`src/hw/rtl/log_likelihood_keyness_assert.svh`:
```
// ----------------------------------------------------------------------------
// Log-likelihood keyness assertion macros
// Concurrent assertion wrappers shared by the keyness RTL modules.
// ----------------------------------------------------------------------------
`ifndef LOG_LIKELIHOOD_KEYNESS_ASSERT_SVH
`define LOG_LIKELIHOOD_KEYNESS_ASSERT_SVH
`ifndef NO_ASSERTIONS
`define LLK_ASSERT(lbl, clk, rst_n, prop, msg) \
	lbl: assert property (@(posedge clk) disable iff (!rst_n) prop) else $error(msg);
`define LLK_NEVER(lbl, clk, rst_n, cond, msg) \
	lbl: assert property (@(posedge clk) disable iff (!rst_n) !(cond)) else $error(msg);
`else
`define LLK_ASSERT(lbl, clk, rst_n, prop, msg)
`define LLK_NEVER(lbl, clk, rst_n, cond, msg)
`endif
`endif

```
`src/hw/rtl/llk_pkg.sv`:
```
// ----------------------------------------------------------------------------
// Log-likelihood keyness package
// Shared constants and record types of the keyness block.
// ----------------------------------------------------------------------------
package llk_pkg;

	localparam int CNT_W         = 32;
	localparam int PROD_W        = 64;
	localparam int SCORE_W       = 48;
	localparam int LOG_FRAC      = 24;
	localparam int LOG_INT_W     = 6;
	localparam int LOG_W         = LOG_INT_W + LOG_FRAC;
	localparam int LOG_LAT       = LOG_FRAC + 2;
	localparam int FRAC_BITS_DEF = 16;
	localparam int QUEUE_DEPTH   = 4;

	// 2*ln(2) in Q1.31.
	localparam logic [31:0] TWO_LN2_Q31 = 32'd2977044472;

	// One classified item as the front hands it to the back.
	typedef struct packed {
		logic             invalid;
		logic             a_nz;
		logic             b_nz;
		logic [CNT_W-1:0] a;
		logic [CNT_W-1:0] b;
		logic [CNT_W-1:0] w;
		logic [CNT_W-1:0] g;
		logic [CNT_W-1:0] tg;
	} llk_rec_t;

	// Per-item flags that ride beside the log pipeline.
	typedef struct packed {
		logic             invalid;
		logic             a_nz;
		logic             b_nz;
		logic [CNT_W-1:0] a;
		logic [CNT_W-1:0] b;
	} llk_side_t;

	// Queue read side as seen by the back.
	typedef struct packed {
		logic     valid;
		llk_rec_t rec;
	} llk_qout_t;

endpackage

```
`src/hw/rtl/llk_queue.sv`:
```
// ----------------------------------------------------------------------------
// Keyness queue
// Small register queue between the front and the back.
// ----------------------------------------------------------------------------
`include "log_likelihood_keyness_assert.svh"

module llk_queue #(
	parameter int DEPTH = llk_pkg::QUEUE_DEPTH
) (
	input  logic               clk,
	input  logic               arst_n,
	input  logic               push,
	input  llk_pkg::llk_rec_t  wdata,
	output logic               full,
	input  logic               pop,
	output llk_pkg::llk_qout_t qout
);

	localparam int PTR_W = (DEPTH > 1) ? $clog2(DEPTH) : 1;
	localparam int CNT_W = $clog2(DEPTH + 1);

	llk_pkg::llk_rec_t mem_q [DEPTH];
	logic [PTR_W-1:0]  wr_q, rd_q;
	logic [CNT_W-1:0]  cnt_q;

	assign full       = (cnt_q == CNT_W'(DEPTH));
	assign qout.valid = (cnt_q != '0);
	assign qout.rec   = mem_q[rd_q];

	always_ff @(posedge clk or negedge arst_n) begin
		if (!arst_n) begin
			wr_q  <= '0;
			rd_q  <= '0;
			cnt_q <= '0;
		end else begin
			if (push) begin
				wr_q <= (wr_q == PTR_W'(DEPTH - 1)) ? '0 : wr_q + 1'b1;
			end
			if (pop) begin
				rd_q <= (rd_q == PTR_W'(DEPTH - 1)) ? '0 : rd_q + 1'b1;
			end
			if (push && !pop) begin
				cnt_q <= cnt_q + 1'b1;
			end else if (pop && !push) begin
				cnt_q <= cnt_q - 1'b1;
			end
		end
	end

	always_ff @(posedge clk) begin
		if (push) begin
			mem_q[wr_q] <= wdata;
		end
	end

	`LLK_NEVER(a_q_overflow, clk, arst_n, push && full, "queue written while full")
	`LLK_NEVER(a_q_underflow, clk, arst_n, pop && (cnt_q == '0), "queue read while empty")
	`LLK_ASSERT(a_q_count, clk, arst_n, (push && !pop) |=> (cnt_q == $past(cnt_q) + 1'b1), "queue count lost a write")

endmodule

```
`config.mk`:
```
export PLATFORM = sky130hd
export DESIGN_NAME = llk_queue
export DESIGN_NICKNAME = d
export VERILOG_FILES = /design/src/hw/rtl/llk_pkg.sv /design/src/hw/rtl/llk_queue.sv
export VERILOG_INCLUDE_DIRS = /design/src /design/src/hw/rtl
export SDC_FILE = /design/constraint.sdc
export NUM_CORES = 1
export LEC_CHECK = 0
export ABC_AREA = 1
export BUFFER_PORTS_ARGS = -buffer_cell sky130_fd_sc_hd__buf_2
export CAP_MARGIN = 15
export CORE_ASPECT_RATIO = 1.75
export CORE_MARGIN = 10
export CORE_UTILIZATION = 60
export CTS_CLUSTER_DIAMETER = 200
export DETAILED_ROUTE_END_ITERATION = 10
export PLACE_DENSITY = 0.84
export SLEW_MARGIN = 25
export SYNTH_ARGS = -nofsm -noshare
export SYNTH_HDL_FRONTEND = slang
export SYNTH_SLANG_ARGS = --single-unit
```
`constraint.sdc`:
```
create_clock -name clk -period 12 [get_ports clk]
set_input_delay 1.8 -clock clk [delete_from_list [all_inputs] [get_ports clk]]
set_output_delay 1.8 -clock clk [all_outputs]
set_load 0.1 [all_outputs]
```
==> PnR_summary.wiki <==
{| class="wikitable"
! Metric !! Value
|-
| Post-Syn Instances || 1955
|-
| Unrepaired setup endpoints after global routing || no
|-
| Number of vias in the routed layout || 15970
|-
| Initial detailed-routing violation count || 1258
|-
| Min Tclk post-route || 5.421 ns
|-
| Largest net degree at the start of global routing || 253
|-
| Post-cts sizing count || 0
|-
| Count of nets left with antenna violations after detail routing || 0
|-
| Endpoint class of the critical path || output pin
|-
| Number of buffer and inverter stages on the critical path || 4
|-
| Mean Syn Cell Area || 13.61 um^2
|-
| Synthesized net count || 2129
|-
| Count of cell types in the netlist || 20
|-
| Root cell of the clock tree || sky130_fd_sc_hd__clkbuf_16
|-
| Worst Clk Skew || 0.01377 ns
|-
| NumNets Final || 2423
|-
| Horiz. Die Dim || 179.2 um
|-
| Number of remaining DRC errors || 0
|-
| Highest Clock Rate || 184.5 MHz
|-
| Core box area || 0.04403 mm^2
|-
| Count of standard-cell rows || 102
|-
| Portion of the clock cycle consumed by the worst path in the final layout || 45.18%
|-
| CTS buffer count || 55
|-
| CP startpoint kind || register
|-
| Cell Area, Synth || 0.02661 mm^2
|-
| Cells along the critical path || clkinv_8 > buf_12 > buf_16 > nand2_1 > o211ai_1 > nand2_1 > buf_2
|-
| Port Buffers || 331
|-
| Remaining global-route overflow || 0
|-
| Skew-Pair Late Insertion Delay || 0.57 ns
|-
| Setup Fix Bufs, Post-CTS || 0
|-
| Vias in the first global route || 16480
|-
| Layout overhead on the synthesized area || 14.12%
|-
| Total negative setup slack || 0 ns
|-
| Seq/Total Area, Yosys || 74.23%
|-
| Synth warnings || 0
|-
| Post-DR wirelength/cell || 20.22 um
|-
| Most common cell on crit path || sky130_fd_sc_hd__nand2_1
|-
| Hold buffer count at cts || 0
|-
| Final GP Congestion || 0.8249
|-
| Final setup violation count || 0
|-
| Critical-path top delay cell || sky130_fd_sc_hd__clkinv_8
|-
| Avg Vias per Cell || 5.540
|-
| H-tree depth || 2
|-
| Endpoints failing hold || 0
|-
| Total die area || 0.05351 mm^2
|-
| Worst-case hold slack || 0.4869 ns
|-
| Number of register bits inferred by synthesis || 659
|-
| Filler Cell Count || 2820
|-
| Transition time of the tightest slew-check pin || 1.087 ns
|-
| Initial standard-cell utilization of the core || 60.44%
|-
| Worst-path clk slew || 0.07 ns
|-
| Number of I/O pins || 332
|-
| Maximum capacitance violations || 0
|-
| Final Max Tran Viols || 0
|-
| Classification of the worst-slack hold path || reg -> reg
|-
| Largest delay share family, worst path || buffers and inverters
|-
| Final cell count without fillers || 2882
|-
| Critical Path RT || 10.20 ns
|-
| Number of sinks on the clock net || 659
|-
| Clk buf depth || 3
|-
| Startpoint-to-endpoint class of the critical path || reg -> out
|-
| Delay of the slowest cell on the worst path || 0.61 ns
|-
| Max FO, Critical Path || 202
|-
| Total global routing track utilization || 21.47%
|-
| Outcome || complete, no violations
|-
| Wire length of the first global-routing pass || 89.28 mm
|-
| Die Span Y || 298.6 um
|-
| Crit path DAT || 3.62 ns
|-
| Cell count after placement || 2763
|-
| Length of the first detailed-routing pass in iterations || 6
|-
| Share of post-route cells with drive strength above 1 || 22.92%
|-
| Antenna violations before repair || 23
|-
| Worst slew margin || 27.55%
|-
| Total Routed Length || 58.27 mm
|-
| TritonCTS clock tree || built
|-
| Sum of net half-perimeters after detailed placement || 36.44 mm
|}
## synthesized netlist by cell type (all sizes together)
library cell	count	area share [%]
edfxtp	652	74
nor3	1	0.019
o21ai	4	0.075
buf	88	2.1
nand2	505	7.1
nor2	3	0.042
o211ai	326	11
dfrtp	7	0.66
ha	6	0.28
nand3	1	0.019
fa	1	0.075
nand4	1	0.024
xnor2	1	0.033
clkbuf	20	0.28
inv	339	4.8
## placed cells by master, fill, tap and decap left out, types with 7 or more instances in the layout
cell                         synthesis  routed
sky130_fd_sc_hd__clkinv_2            0      10
sky130_fd_sc_hd__clkinvlp_4          0       7
sky130_fd_sc_hd__edfxtp_1          652     652
sky130_fd_sc_hd__clkbuf_16           0      55
sky130_fd_sc_hd__o211ai_2           90      90
sky130_fd_sc_hd__buf_4               1      11
sky130_fd_sc_hd__buf_2              65     331
sky130_fd_sc_hd__clkinv_1            0      11
sky130_fd_sc_hd__diode_2             0      19
sky130_fd_sc_hd__nand2_1           505     505
sky130_fd_sc_hd__bufinv_16           0       7
sky130_fd_sc_hd__o211ai_1          236     236
sky130_fd_sc_hd__inv_1             338     333
## worst min-delay path, stage by stage (launching register included)
cell and delay [ns]:
sky130_fd_sc_hd__dfrtp_1 0.36, sky130_fd_sc_hd__nand2_1 0.06, sky130_fd_sc_hd__nand2_1 0.05
## cell families after synthesis
logic type / Yosys count / synth area share (%)
XOR/XNOR: 1 / 0.03292
flip-flops: 659 / 74.23
AND/OR/NAND/NOR: 511 / 7.226
AO/OA/AOI/OAI: 330 / 10.96
buffers and inverters: 447 / 7.189
adder cells (fa/ha/maj): 7 / 0.3573
## sequential cells by signal, indices dropped and copies added, names as in the netlist
name   flops
cnt_q      3
mem_q    652
rd_q       2
wr_q       2
## final timing paths
check | startpoint | to | slack [ns] | cells past startpoint
max | rd_q[0]$_DFFE_PN0P_ | qout[93] | 6.58 | 7
min | cnt_q[2]$_DFFE_PN0P_ | cnt_q[2]$_DFFE_PN0P_ | 0.49 | 2
max reg2reg | wr_q[1]$_DFFE_PN0P_ | mem_q[1][75]$_DFFE_PP_ | 9.50 | 5
min reg2reg | cnt_q[2]$_DFFE_PN0P_ | cnt_q[2]$_DFFE_PN0P_ | 0.49 | 2
max in group asynchronous | arst_n | rd_q[1]$_DFFE_PN0P_ | 10.77 | 1
min in group asynchronous | arst_n | wr_q[1]$_DFFE_PN0P_ | 1.05 | 1
## area by class of cell
class,count,area (um^2),share of cell area (%)
antenna,19,47.55,0.1566
clock buffer,60,1395,4.594
clock inverter,39,389.1,1.281
inverter,339,1313,4.322
multi-input combinational,849,4945,16.28
sequential,659,19760,65.06
tap,572,715.7,2.357
timing repair buffer,345,1807,5.949
## layer usage
| layer | GRT usage, % | share of wire (%) |
|---|---|---|
| met1 | 23.10 | 35 |
| met2 | 38.08 | 53 |
| met3 | 4.862 | 7.5 |
| met4 | 11.50 | 4.2 |
| met5 | 0 | 0.13 |
## through the flow
stage          cell area [um^2]  worst slack [ns]  util (%)
2_1_floorplan             26610             6.505         -
3_3_place_gp              28500             7.206     64.74
3_5_place_dp              28500             7.140     64.74
4_1_cts                   30290             6.508     68.79
5_1_grt                   30360             6.412     68.96
6_report                  30370             6.579     68.97
Power is left out: the tool's default activity adds up to more than one toggle a clock period on the data nets, which glitch-free logic cannot reach.
