==> src/hw/rtl/log_likelihood_keyness_assert.svh <==
// ----------------------------------------------------------------------------
// Log-likelihood keyness assertion macros
// Concurrent assertion wrappers shared by the keyness RTL modules.
// ----------------------------------------------------------------------------
`ifndef LOG_LIKELIHOOD_KEYNESS_ASSERT_SVH
`define LOG_LIKELIHOOD_KEYNESS_ASSERT_SVH
`ifndef NO_ASSERTIONS
`define LLK_ASSERT(lbl, clk, rst_n, prop, msg) \
	lbl: assert property (@(posedge clk) disable iff (!rst_n) prop) else $error(msg);
`define LLK_NEVER(lbl, clk, rst_n, cond, msg) \
	lbl: assert property (@(posedge clk) disable iff (!rst_n) !(cond)) else $error(msg);
`else
`define LLK_ASSERT(lbl, clk, rst_n, prop, msg)
`define LLK_NEVER(lbl, clk, rst_n, cond, msg)
`endif
`endif

==> src/hw/rtl/llk_pkg.sv <==
// ----------------------------------------------------------------------------
// Log-likelihood keyness package
// Shared constants and record types of the keyness block.
// ----------------------------------------------------------------------------
package llk_pkg;

	localparam int CNT_W         = 32;
	localparam int PROD_W        = 64;
	localparam int SCORE_W       = 48;
	localparam int LOG_FRAC      = 24;
	localparam int LOG_INT_W     = 6;
	localparam int LOG_W         = LOG_INT_W + LOG_FRAC;
	localparam int LOG_LAT       = LOG_FRAC + 2;
	localparam int FRAC_BITS_DEF = 16;
	localparam int QUEUE_DEPTH   = 4;

	// 2*ln(2) in Q1.31.
	localparam logic [31:0] TWO_LN2_Q31 = 32'd2977044472;

	// One classified item as the front hands it to the back.
	typedef struct packed {
		logic             invalid;
		logic             a_nz;
		logic             b_nz;
		logic [CNT_W-1:0] a;
		logic [CNT_W-1:0] b;
		logic [CNT_W-1:0] w;
		logic [CNT_W-1:0] g;
		logic [CNT_W-1:0] tg;
	} llk_rec_t;

	// Per-item flags that ride beside the log pipeline.
	typedef struct packed {
		logic             invalid;
		logic             a_nz;
		logic             b_nz;
		logic [CNT_W-1:0] a;
		logic [CNT_W-1:0] b;
	} llk_side_t;

	// Queue read side as seen by the back.
	typedef struct packed {
		logic     valid;
		llk_rec_t rec;
	} llk_qout_t;

endpackage

==> src/hw/rtl/llk_front.sv <==
// ----------------------------------------------------------------------------
// Keyness front
// Input register and count classification feeding the queue.
// ----------------------------------------------------------------------------
module llk_front (
	input  logic                     clk,
	input  logic                     arst_n,
	input  logic                     in_valid,
	output logic                     in_ready,
	input  logic [llk_pkg::CNT_W-1:0] a,
	input  logic [llk_pkg::CNT_W-1:0] w,
	input  logic [llk_pkg::CNT_W-1:0] g,
	input  logic [llk_pkg::CNT_W-1:0] t,
	input  logic                     q_full,
	output logic                     push,
	output llk_pkg::llk_rec_t         rec
);

	logic                      v_q;
	logic [llk_pkg::CNT_W-1:0] a_q, w_q, g_q;
	logic [llk_pkg::CNT_W:0]   rest;

	assign in_ready = !v_q || !q_full;
	assign push     = v_q && !q_full;

	always_ff @(posedge clk or negedge arst_n) begin
		if (!arst_n) begin
			v_q <= 1'b0;
		end else if (in_ready) begin
			v_q <= in_valid;
		end
	end

	always_ff @(posedge clk) begin
		if (in_ready && in_valid) begin
			a_q <= a;
			w_q <= w;
			g_q <= g;
		end
	end

	// Word total plus group size minus overlap must fit in the corpus.
	assign rest = {1'b0, w_q} + {1'b0, g_q} - {1'b0, a_q};

	always_comb begin
		rec.invalid = (t == '0) || (a_q > w_q) || (a_q > g_q) || (rest > {1'b0, t});
		rec.a       = a_q;
		rec.b       = w_q - a_q;
		rec.w       = w_q;
		rec.g       = g_q;
		rec.tg      = t - g_q;
		rec.a_nz    = (a_q != '0);
		rec.b_nz    = (w_q != a_q);
	end

endmodule

==> config.mk <==
export PLATFORM = sky130hd
export DESIGN_NAME = llk_front
export DESIGN_NICKNAME = d
export VERILOG_FILES = /design/src/hw/rtl/log_likelihood_keyness_assert.svh /design/src/hw/rtl/llk_pkg.sv /design/src/hw/rtl/llk_front.sv
export SDC_FILE = /design/constraint.sdc
export NUM_CORES = 1
export LEC_CHECK = 0
export BUFFER_PORTS_ARGS = -buffer_cell sky130_fd_sc_hd__buf_2
export CAP_MARGIN = 20
export CELL_PAD_IN_SITES_DETAIL_PLACEMENT = 0
export CELL_PAD_IN_SITES_GLOBAL_PLACEMENT = 1
export CORE_MARGIN = 10
export CORE_UTILIZATION = 43
export CTS_CLUSTER_SIZE = 28
export DETAILED_ROUTE_END_ITERATION = 6
export PLACE_DENSITY_LB_ADDON = 0.3
export SYNTH_ARGS = -nofsm -noshare
export SYNTH_HDL_FRONTEND = slang
export SYNTH_SLANG_ARGS = --single-unit
==> constraint.sdc <==
create_clock -name clk -period 13.4 [get_ports clk]
set_input_delay 2.01 -clock clk [delete_from_list [all_inputs] [get_ports clk]]
set_output_delay 2.01 -clock clk [all_outputs]
set_load 0.05 [all_outputs]
==> results.json, run 1 <==
{
  "diodes": 0,
  "tightest_slew_ns": 0.793,
  "layout_setup_ws_ns": 5.90,
  "post_cts_buffers": 0,
  "port_buffers": 296,
  "clock.fmax_ghz": 0.133,
  "ctsHoldBuffers": 0,
  "clk_pin_slew_ns": 0.08,
  "ir_drop_uv": 57.6,
  "hold_path_class": "register to register",
  "synth_top_area_cell": "edfxtp_1",
  "crit_type": "register to output pin",
  "slew_headroom_pct": 47.2,
  "finalMaxSlewViolations": 0,
  "async_flop_share_pct": 1.03,
  "grt_pass1_vias": 9507,
  "fin_nets": 1789,
  "insertion_delay_ns": 0.35,
  "cts-resized-gates": 0,
  "power.density_mw_per_mm2": 116,
  "dr.pass1.iters": 7,
  "cp_max_fo": 6,
  "arrival_ns": 5.49,
  "endpoint_kind": "output pin",
  "via_per_inst": 5.21,
  "outcome": "finished clean",
  "synth-edff-count": 96,
  "synth_area_per_cell_um2": 9.06,
  "max_cap_viol_count": 0,
  "routed_wl_mm": 34.2,
  "routabilityCongestion": 0.908,
  "ys.flop_type": "edfxtp_1",
  "final.setup.tns_ns": 0,
  "post-route-drc-count": 0,
  "crit_path_top_delay_cell": "fa_1",
  "clock-sinks": 97,
  "hold_violations": 0,
  "pin_count": 297,
  "synth.most_common_cell": "inv_1",
  "grt_pass1_wl_mm": 52.5,
  "crit_chain": "fa_1 > inv_1 > ha_1 > a21o_1 > a21oi_1 > nor3_2 > nor3_1 > o32ai_2 > a21boi_2 > o21ai_1 > a21oi_1 > xnor2_1 > ha_1 > a21o_1 > a21o_1 > a211oi_1 > o2bb2ai_1 > a2111oi_0 > o22a_1 > o2111ai_1 > buf_2",
  "cts_buffers": 9,
  "yosysSeqAreaShare_pct": 27.6,
  "rows": 57,
  "grt_max_degree": 63,
  "ys_warn_count": 0,
  "drive_gt1_share_pct": 22.8,
  "root_buffer": "clkbuf_16",
  "ys_ff_latch": 97,
  "die_area_mm2": 0.0312,
  "cts_tree": "built",
  "path_delay_family": "compound AO/OA/AOI/OAI gates",
  "rsz0062_at_grt": "no",
  "dr.first_iter.drc_count": 695,
  "cp_common_cell": "a21o_1",
  "globalRouteOverflowTotal": 0,
  "num_vias": 9332,
  "initial_core_util_pct": 43.5,
  "drtAntennaViolNets": 0,
  "htree_levels": 3,
  "yosys-top-cells-count": "inv_1 (227), ha_1 (160), edfxtp_1 (96)",
  "cpPeakStageDelay_ns": 0.60,
  "setup_viol": 0,
  "clock_skew_ns": 0.00926,
  "avgRoutedWirePerCell_um": 19.1,
  "place_ws_ns": 6.34,
  "crit_required_ns": 11.39,
  "start_kind": "register",
  "synth.net_count": 1489,
  "dp.cells": 1776,
  "hpwl_mm": 29.4,
  "antenna_found_initial": 1,
  "cts_buffer_depth": 2,
  "synthCells": 1163,
  "syn_to_final_growth_pct": 20.4,
  "grt_use_total_pct": 21.3,
  "yosysTopAreaCellShare_pct": 27.4,
  "die_h_um": 177,
  "ys_top_cells_by_area": "edfxtp_1 (27%), ha_1 (19%), inv_1 (8.1%), fa_1 (6.5%), xnor2_1 (5.1%)",
  "fin_crit_ns": 7.50,
  "die_w_um": 177,
  "syn_area_mm2": 0.0105,
  "fin_cells": 1792,
  "core_mm2": 0.0242,
  "power.leakage_nw": 6.45,
  "path_buf_inv": 2,
  "fin_crit_sh_pct": 56.0,
  "synth_cell_types": 69
}
[power by group]
group / switching, W / leakage, nW / total, W / internal, W
combinational: 0.000550 / 5.38 / 0.000832 / 0.000282
clock: 0.000134 / 0.141 / 0.000265 / 0.000131
sequential: 0.0000204 / 0.925 / 0.000375 / 0.000355
[layout by cell type (no fill, tap or decap), types with 18 or more instances in the layout]
cell and instances:
buf_2 296, inv_1 227, ha_1 160, edfxtp_1 96, a21oi_1 88, xnor2_1 61
nor2_1 60, a21o_1 56, nand2_1 41, o21ai_0 36, fa_1 34, nand4_1 31
nand3_1 23, xor2_1 23, nor4_1 21, nor2b_1 18
[metrics by stage]
step           total power (W)  instance area (um2)  util (%)  hold WS, ns
3_5_place_dp           0.00121                12400      51.2        0.504
5_1_grt                0.00157                12700      52.3        0.548
6_report               0.00147                12700      52.3        0.518
3_3_place_gp           0.00120                12400      51.2        0.495
4_1_cts                0.00148                12700      52.3        0.525
2_1_floorplan          0.00101                10500         -        0.822
[state kept, by name, indices dropped and copies added, names as in the netlist]
register  cells
a_q          32
w_q          32
g_q          32
v_q           1
[kinds of logic (layout without fill, tap and decap cells)]
logic type,after synthesis,in the layout,share of synthesized area [%]
XOR/XNOR,84,84,6.98
AND/OR/NAND/NOR,257,257,12.6
AO/OA/AOI/OAI,295,295,18.9
buffers and inverters,236,541,8.44
flip-flops,97,97,27.6
adder cells (fa/ha/maj),194,194,25.5
[worst min-delay path: stages (launching register included)]
cell and delay, ns:
dfrtp_1 0.34, nand2_1 0.08, nand2b_1 0.07
[final cells by class]
type	instances	area, um2
multi-input cells	830	6750
well taps	324	405
clock buffers	10	229
fillers	2378	11600
inverters	228	856
flip-flops and latches	97	2910
repair buffers	297	1490
clock inverters	6	57.6
[routing by layer]
metal	share of wire, %	routed length [um]	GRT usage (%)	up-vias
li1	-	-	-	4711
met1	49	16700	29.6	4340
met2	44	15100	33.5	256
met3	5.4	1860	4.23	23
met4	1.5	522	4.76	2
met5	0.038	13	0	-
[final timing paths]
check | depth (start not counted) | endpoint | slack [ns] | start
setup / recovery | 21 | rec[162] | 5.90 | a_q[1]
hold / removal | 2 | v_q | 0.52 | v_q
setup reg to reg | 3 | a_q[31] | 11.28 | v_q
hold reg to reg | 2 | v_q | 0.52 | v_q
max in group asynchronous | 1 | v_q | 11.91 | arst_n
min in group asynchronous | 1 | v_q | 1.41 | arst_n
No activity file was read; power rests on OpenSTA's default activity.
==> inputs of run 2 (changes only) <==
--- a/config.mk
+++ b/config.mk
@@ -10,7 +10,7 @@
 export CELL_PAD_IN_SITES_DETAIL_PLACEMENT = 0
 export CELL_PAD_IN_SITES_GLOBAL_PLACEMENT = 1
 export CORE_MARGIN = 10
-export CORE_UTILIZATION = 43
+export CORE_UTILIZATION = 40
 export CTS_CLUSTER_SIZE = 28
 export DETAILED_ROUTE_END_ITERATION = 6
 export PLACE_DENSITY_LB_ADDON = 0.3
==> constraint.sdc (replaced) <==
create_clock -name clk -period 7.2 [get_ports clk]
set_input_delay 1.08 -clock clk [delete_from_list [all_inputs] [get_ports clk]]
set_output_delay 1.08 -clock clk [all_outputs]
set_load 0.05 [all_outputs]
==> run 2 against run 1 <==
  * Wire length up 1.6%
  * Sequential power increased by 86%
  * Critical path depth did not move
  * Via count about the same
  * Utilization down 3.3 points
  * Non-clock buffer count up 2
  * Total power rose by 87%
  * Largest cell class unchanged
==> results.json, run 2 (synthesis gave the netlist of run 1 again) <==
{
  "outcome": "finished clean",
  "die_w_um": 182,
  "fin_crit_ns": 6.46,
  "fin_nets": 1791,
  "clock_skew_ns": 0.0173,
  "dp.cells": 1789,
  "tightest_slew_ns": 0.790,
  "clock-sinks": 97,
  "clock.fmax_ghz": 0.155,
  "port_buffers": 296,
  "final.setup.tns_ns": 0,
  "power.density_mw_per_mm2": 216,
  "drive_gt1_share_pct": 22.9,
  "fin_crit_sh_pct": 89.8,
  "comb_power_share_pct": 56.2,
  "cts_buffer_depth": 2,
  "crit_required_ns": 6.12,
  "routed_wl_mm": 34.7,
  "diodes": 0,
  "post_cts_buffers": 0,
  "grt_max_degree": 62,
  "hold_violations": 0,
  "internal-power_w": 0.00144,
  "grt_pass1_vias": 9416,
  "rsz0062_at_grt": "no",
  "grt_pass1_wl_mm": 53.1,
  "pin_count": 297,
  "clock_power_share_pct": 18.5,
  "finalMaxSlewViolations": 0,
  "num_vias": 9330,
  "ctsHoldBuffers": 0,
  "via_per_inst": 5.17,
  "cts_buffers": 9,
  "max_cap_viol_count": 0,
  "clk_pin_slew_ns": 0.09,
  "mostFrequentLayoutCells": "buf_2 (296), inv_1 (227), ha_1 (160), edfxtp_1 (96), a21oi_1 (88)",
  "globalRouteOverflowTotal": 0,
  "setup_viol": 0,
  "ir_drop_uv": 115,
  "routabilityCongestion": 0.919,
  "swShare_pct": 47.9,
  "start_kind": "register",
  "endpoint_kind": "output pin",
  "die_area_mm2": 0.0332,
  "fin_cells": 1805,
  "htree_levels": 3,
  "dr.first_iter.drc_count": 635,
  "grt_use_total_pct": 20.2,
  "antenna_found_initial": 3,
  "rows": 59,
  "cp_max_fo": 6,
  "syn_to_final_growth_pct": 20.8,
  "power.leakage_nw": 6.47,
  "arrival_ns": 5.38,
  "drtAntennaViolNets": 0,
  "root_buffer": "clkbuf_16",
  "cts-resized-gates": 0,
  "p_total_w": 0.00276,
  "r2r-start": "v_q",
  "initial_core_util_pct": 40.6,
  "layout_commonest_cell": "buf_2",
  "reg2reg_depth": 3,
  "avgRoutedWirePerCell_um": 19.2,
  "switching_power_w": 0.00132,
  "cts_tree": "built",
  "die_h_um": 182,
  "slew_headroom_pct": 47.3,
  "p_seq_share_pct": 25.3,
  "crit_start": "a_q[1]",
  "core_mm2": 0.0260,
  "insertion_delay_ns": 0.36,
  "top_regs": "a_q (32), g_q (32), w_q (32)",
  "dr.pass1.iters": 5,
  "crit_type": "register to output pin",
  "hpwl_mm": 29.8,
  "hold_path_class": "input port to async pin",
  "post-route-drc-count": 0
}
==> run 2: worst max-delay path, cell delays in order, from the launching register on <==
cell and delay [ns]:
edfxtp_1 0.54, fa_1 0.59, inv_1 0.06, ha_1 0.28
a21o_1 0.18, a21oi_1 0.30, nor3_2 0.10, nor3_1 0.28
o32ai_2 0.19, a21boi_2 0.25, o21ai_1 0.11, a21oi_1 0.18
xnor2_1 0.09, ha_1 0.18, a21o_1 0.18, a21o_1 0.17
a211oi_1 0.23, o2bb2ai_1 0.10, a2111oi_0 0.38, o22a_1 0.26
o2111ai_1 0.13, buf_2 0.24
==> run 2: metrics by stage <==
step / setup slack [ns] / area [um2] / hold slack, ns / util, %
after floorplan: 1.00 / 10500 / 0.784 / -
after global placement: 1.22 / 12400 / 0.494 / 47.8
after detailed placement: 1.15 / 12400 / 0.511 / 47.8
after CTS: 0.750 / 12700 / 0.465 / 49.0
after global routing: 0.348 / 12700 / 0.465 / 49.0
final: 0.736 / 12700 / 0.470 / 49.0
==> run 2: metal layers <==
layer	global-route usage, %	wire length [um]	vias to the layer above
met1	27.7	16900	4323
met5	0	29	-
met3	4.33	1820	27
met4	3.71	420	6
li1	-	-	4724
met2	32.1	15600	250
==> run 2: worst paths after layout <==
kind                            endpoint  slack (ns)
worst max register to register   a_q[27]        5.06
min in group clk                     v_q        0.53
worst min-delay path                 v_q        0.47
worst min register to register       v_q        0.53
max in group asynchronous            v_q        6.65
worst max-delay path            rec[162]        0.74
==> run 2: cell type report <==
cell class | instances | area (um2)
flip-flops and latches | 97 | 2910
multi-input cells | 830 | 6750
fillers | 2593 | 13300
clock inverters | 6 | 62.6
clock buffers | 10 | 239
inverters | 228 | 856
well taps | 335 | 419
repair buffers | 299 | 1500
==> run 2: power groups by stage <==
stage	combinational [W]	sequential, W	clock (W)
after global placement	0.00153	0.000707	0
after detailed placement	0.00155	0.000709	0
final	0.00155	0.000696	0.000511
after CTS	0.00155	0.000696	0.000523
after floorplan	0.00107	0.000800	0
after global routing	0.00170	0.000700	0.000542
==> inputs of run 3 (changes only) <==
--- a/config.mk
+++ b/config.mk
@@ -5,7 +5,7 @@
 export SDC_FILE = /design/constraint.sdc
 export NUM_CORES = 1
 export LEC_CHECK = 0
-export BUFFER_PORTS_ARGS = -buffer_cell sky130_fd_sc_hd__buf_2
+export BUFFER_PORTS_ARGS = -buffer_cell sky130_fd_sc_hd__buf_4
 export CAP_MARGIN = 20
 export CELL_PAD_IN_SITES_DETAIL_PLACEMENT = 0
 export CELL_PAD_IN_SITES_GLOBAL_PLACEMENT = 1
==> run 3 against run 2 <==
  * Combinational power increased by 6%
  * Flip-flop and latch count stayed put
  * Critical endpoint unchanged
  * Highest routed layer is now met4
  * Final cell count barely moved
  * Largest cell class unchanged
  * Register-to-register slack worse by 0.03 ns
  * First-iteration DRC count up 3.0%
==> results.json, run 3 (synthesis gave the netlist of run 1 again) <==
{
  "slew_headroom_pct": 45.4,
  "crit_required_ns": 6.12,
  "diodes": 0,
  "fin_crit_ns": 6.42,
  "routabilityCongestion": 0.901,
  "antenna_found_initial": 0,
  "root_buffer": "clkbuf_16",
  "crit_type": "register to output pin",
  "core_mm2": 0.0260,
  "start_kind": "register",
  "hold_violations": 0,
  "hpwl_mm": 30.3,
  "dr.first_iter.drc_count": 654,
  "mostFrequentLayoutCells": "buf_4 (298), inv_1 (227), ha_1 (160), edfxtp_1 (96), a21oi_1 (88)",
  "rsz0062_at_grt": "no",
  "initial_core_util_pct": 40.6,
  "grt_pass1_wl_mm": 53.2,
  "endpoint_kind": "output pin",
  "syn_to_final_growth_pct": 27.7,
  "pin_count": 297,
  "finalMaxSlewViolations": 0,
  "tightest_slew_ns": 0.819,
  "fin_nets": 1790,
  "top_regs": "a_q (32), g_q (32), w_q (32)",
  "grt_pass1_vias": 9482,
  "final.setup.tns_ns": 0,
  "post-route-drc-count": 0,
  "cts_buffers": 9,
  "die_w_um": 182,
  "clock.fmax_ghz": 0.156,
  "layout_commonest_cell": "buf_4",
  "port_buffers": 296,
  "crit_start": "g_q[2]",
  "final_area_mm2": 0.0135,
  "clock_skew_ns": 0.0156,
  "r2r-start": "v_q",
  "globalRouteOverflowTotal": 0,
  "num_vias": 9322,
  "crit_path_top_delay_cell": "fa_1",
  "insertion_delay_ns": 0.37,
  "cts-resized-gates": 0,
  "cts_buffer_depth": 2,
  "htree_levels": 3,
  "die_h_um": 182,
  "dr.pass1.iters": 5,
  "layout_setup_ws_ns": 0.783,
  "place_ws_ns": 1.14,
  "drtAntennaViolNets": 0,
  "clk_pin_slew_ns": 0.09,
  "ir_drop_uv": 120,
  "via_per_inst": 5.17,
  "power.leakage_nw": 6.72,
  "outcome": "finished clean",
  "post_cts_buffers": 0,
  "cpPeakStageDelay_ns": 0.54,
  "placed_cell_area_mm2": 0.0132,
  "cp_max_fo": 4,
  "avgRoutedWirePerCell_um": 19.5,
  "setup_viol": 0,
  "clock-sinks": 97,
  "grt_max_degree": 62,
  "ctsHoldBuffers": 0,
  "fin_crit_sh_pct": 89.1,
  "path_delay_family": "compound AO/OA/AOI/OAI gates",
  "hold_path_class": "input port to async pin",
  "drive_gt1_share_pct": 22.9,
  "arrival_ns": 5.34,
  "cts_tree": "built",
  "routed_wl_mm": 35.2,
  "grt_use_total_pct": 20.4,
  "rows": 59,
  "crit_chain": "inv_1 > fa_1 > inv_1 > ha_1 > nor2b_1 > o31a_1 > a2111oi_4 > o32ai_2 > o21ai_1 > nand2b_1 > a21oi_1 > xnor2_1 > ha_1 > a21o_1 > a21o_1 > a211oi_1 > o2bb2ai_1 > a2111oi_0 > o22a_1 > o2111ai_1 > buf_4",
  "power.density_mw_per_mm2": 211,
  "fin_hold_ws_ns": 0.469,
  "max_cap_viol_count": 0,
  "die_area_mm2": 0.0332,
  "path_buf_inv": 3,
  "p_total_w": 0.00285
}
[run 3: cell count changes in the layout (fill, tap and decap cells not counted)]
cell | previous run | this run
buf_2 | 296 | 0
buf_4 | 3 | 298
clkbuf_8 | 1 | 0
clkinv_2 | 0 | 1
clkinv_4 | 4 | 0
clkinv_8 | 1 | 2
inv_6 | 0 | 4
inv_8 | 1 | 0
[run 3: worst paths after layout]
kind                                  to  slack [ns]  cells after the start
worst max register to register   a_q[28]        5.03                      3
worst max-delay path            rec[162]        0.78                     21
max in group asynchronous            v_q        6.65                      1
worst min-delay path                 v_q        0.47                      1
min in group clk                     v_q        0.56                      2
worst min register to register       v_q        0.56                      2
[run 3: through the flow]
stage	utilization, %	cells
detailed placement	50.7	1788
global placement	50.7	1788
finish	51.8	1804
CTS	51.8	1804
floorplan	-	1163
global route	51.8	1804
[run 3: routing by layer]
layer | track usage, % | up-vias | wire, um
met3 | 4.61 | 23 | 2320
met1 | 27.6 | 4323 | 16400
met4 | 4.33 | 0 | 371
met2 | 32.4 | 263 | 16000
li1 | - | 4713 | -
met5 | 0 | - | 0
[run 3: where the power goes]
group          internal [W]  switching, W  total [W]  leakage, nW
clock network      0.000246      0.000265   0.000511        0.147
registers          0.000660     0.0000384   0.000699        0.925
logic              0.000607       0.00103    0.00164         5.65
total               0.00151       0.00133    0.00285         6.72
[run 3: final cells by class]
class | instances | area (um2)
Sequential cell | 97 | 2910
Clock inverter | 7 | 72.6
Clock buffer | 9 | 225
Multi-Input combinational cell | 830 | 6750
Inverter | 228 | 856
Tap cell | 335 | 419
Fill cell | 2442 | 12500
Timing Repair Buffer | 298 | 2240
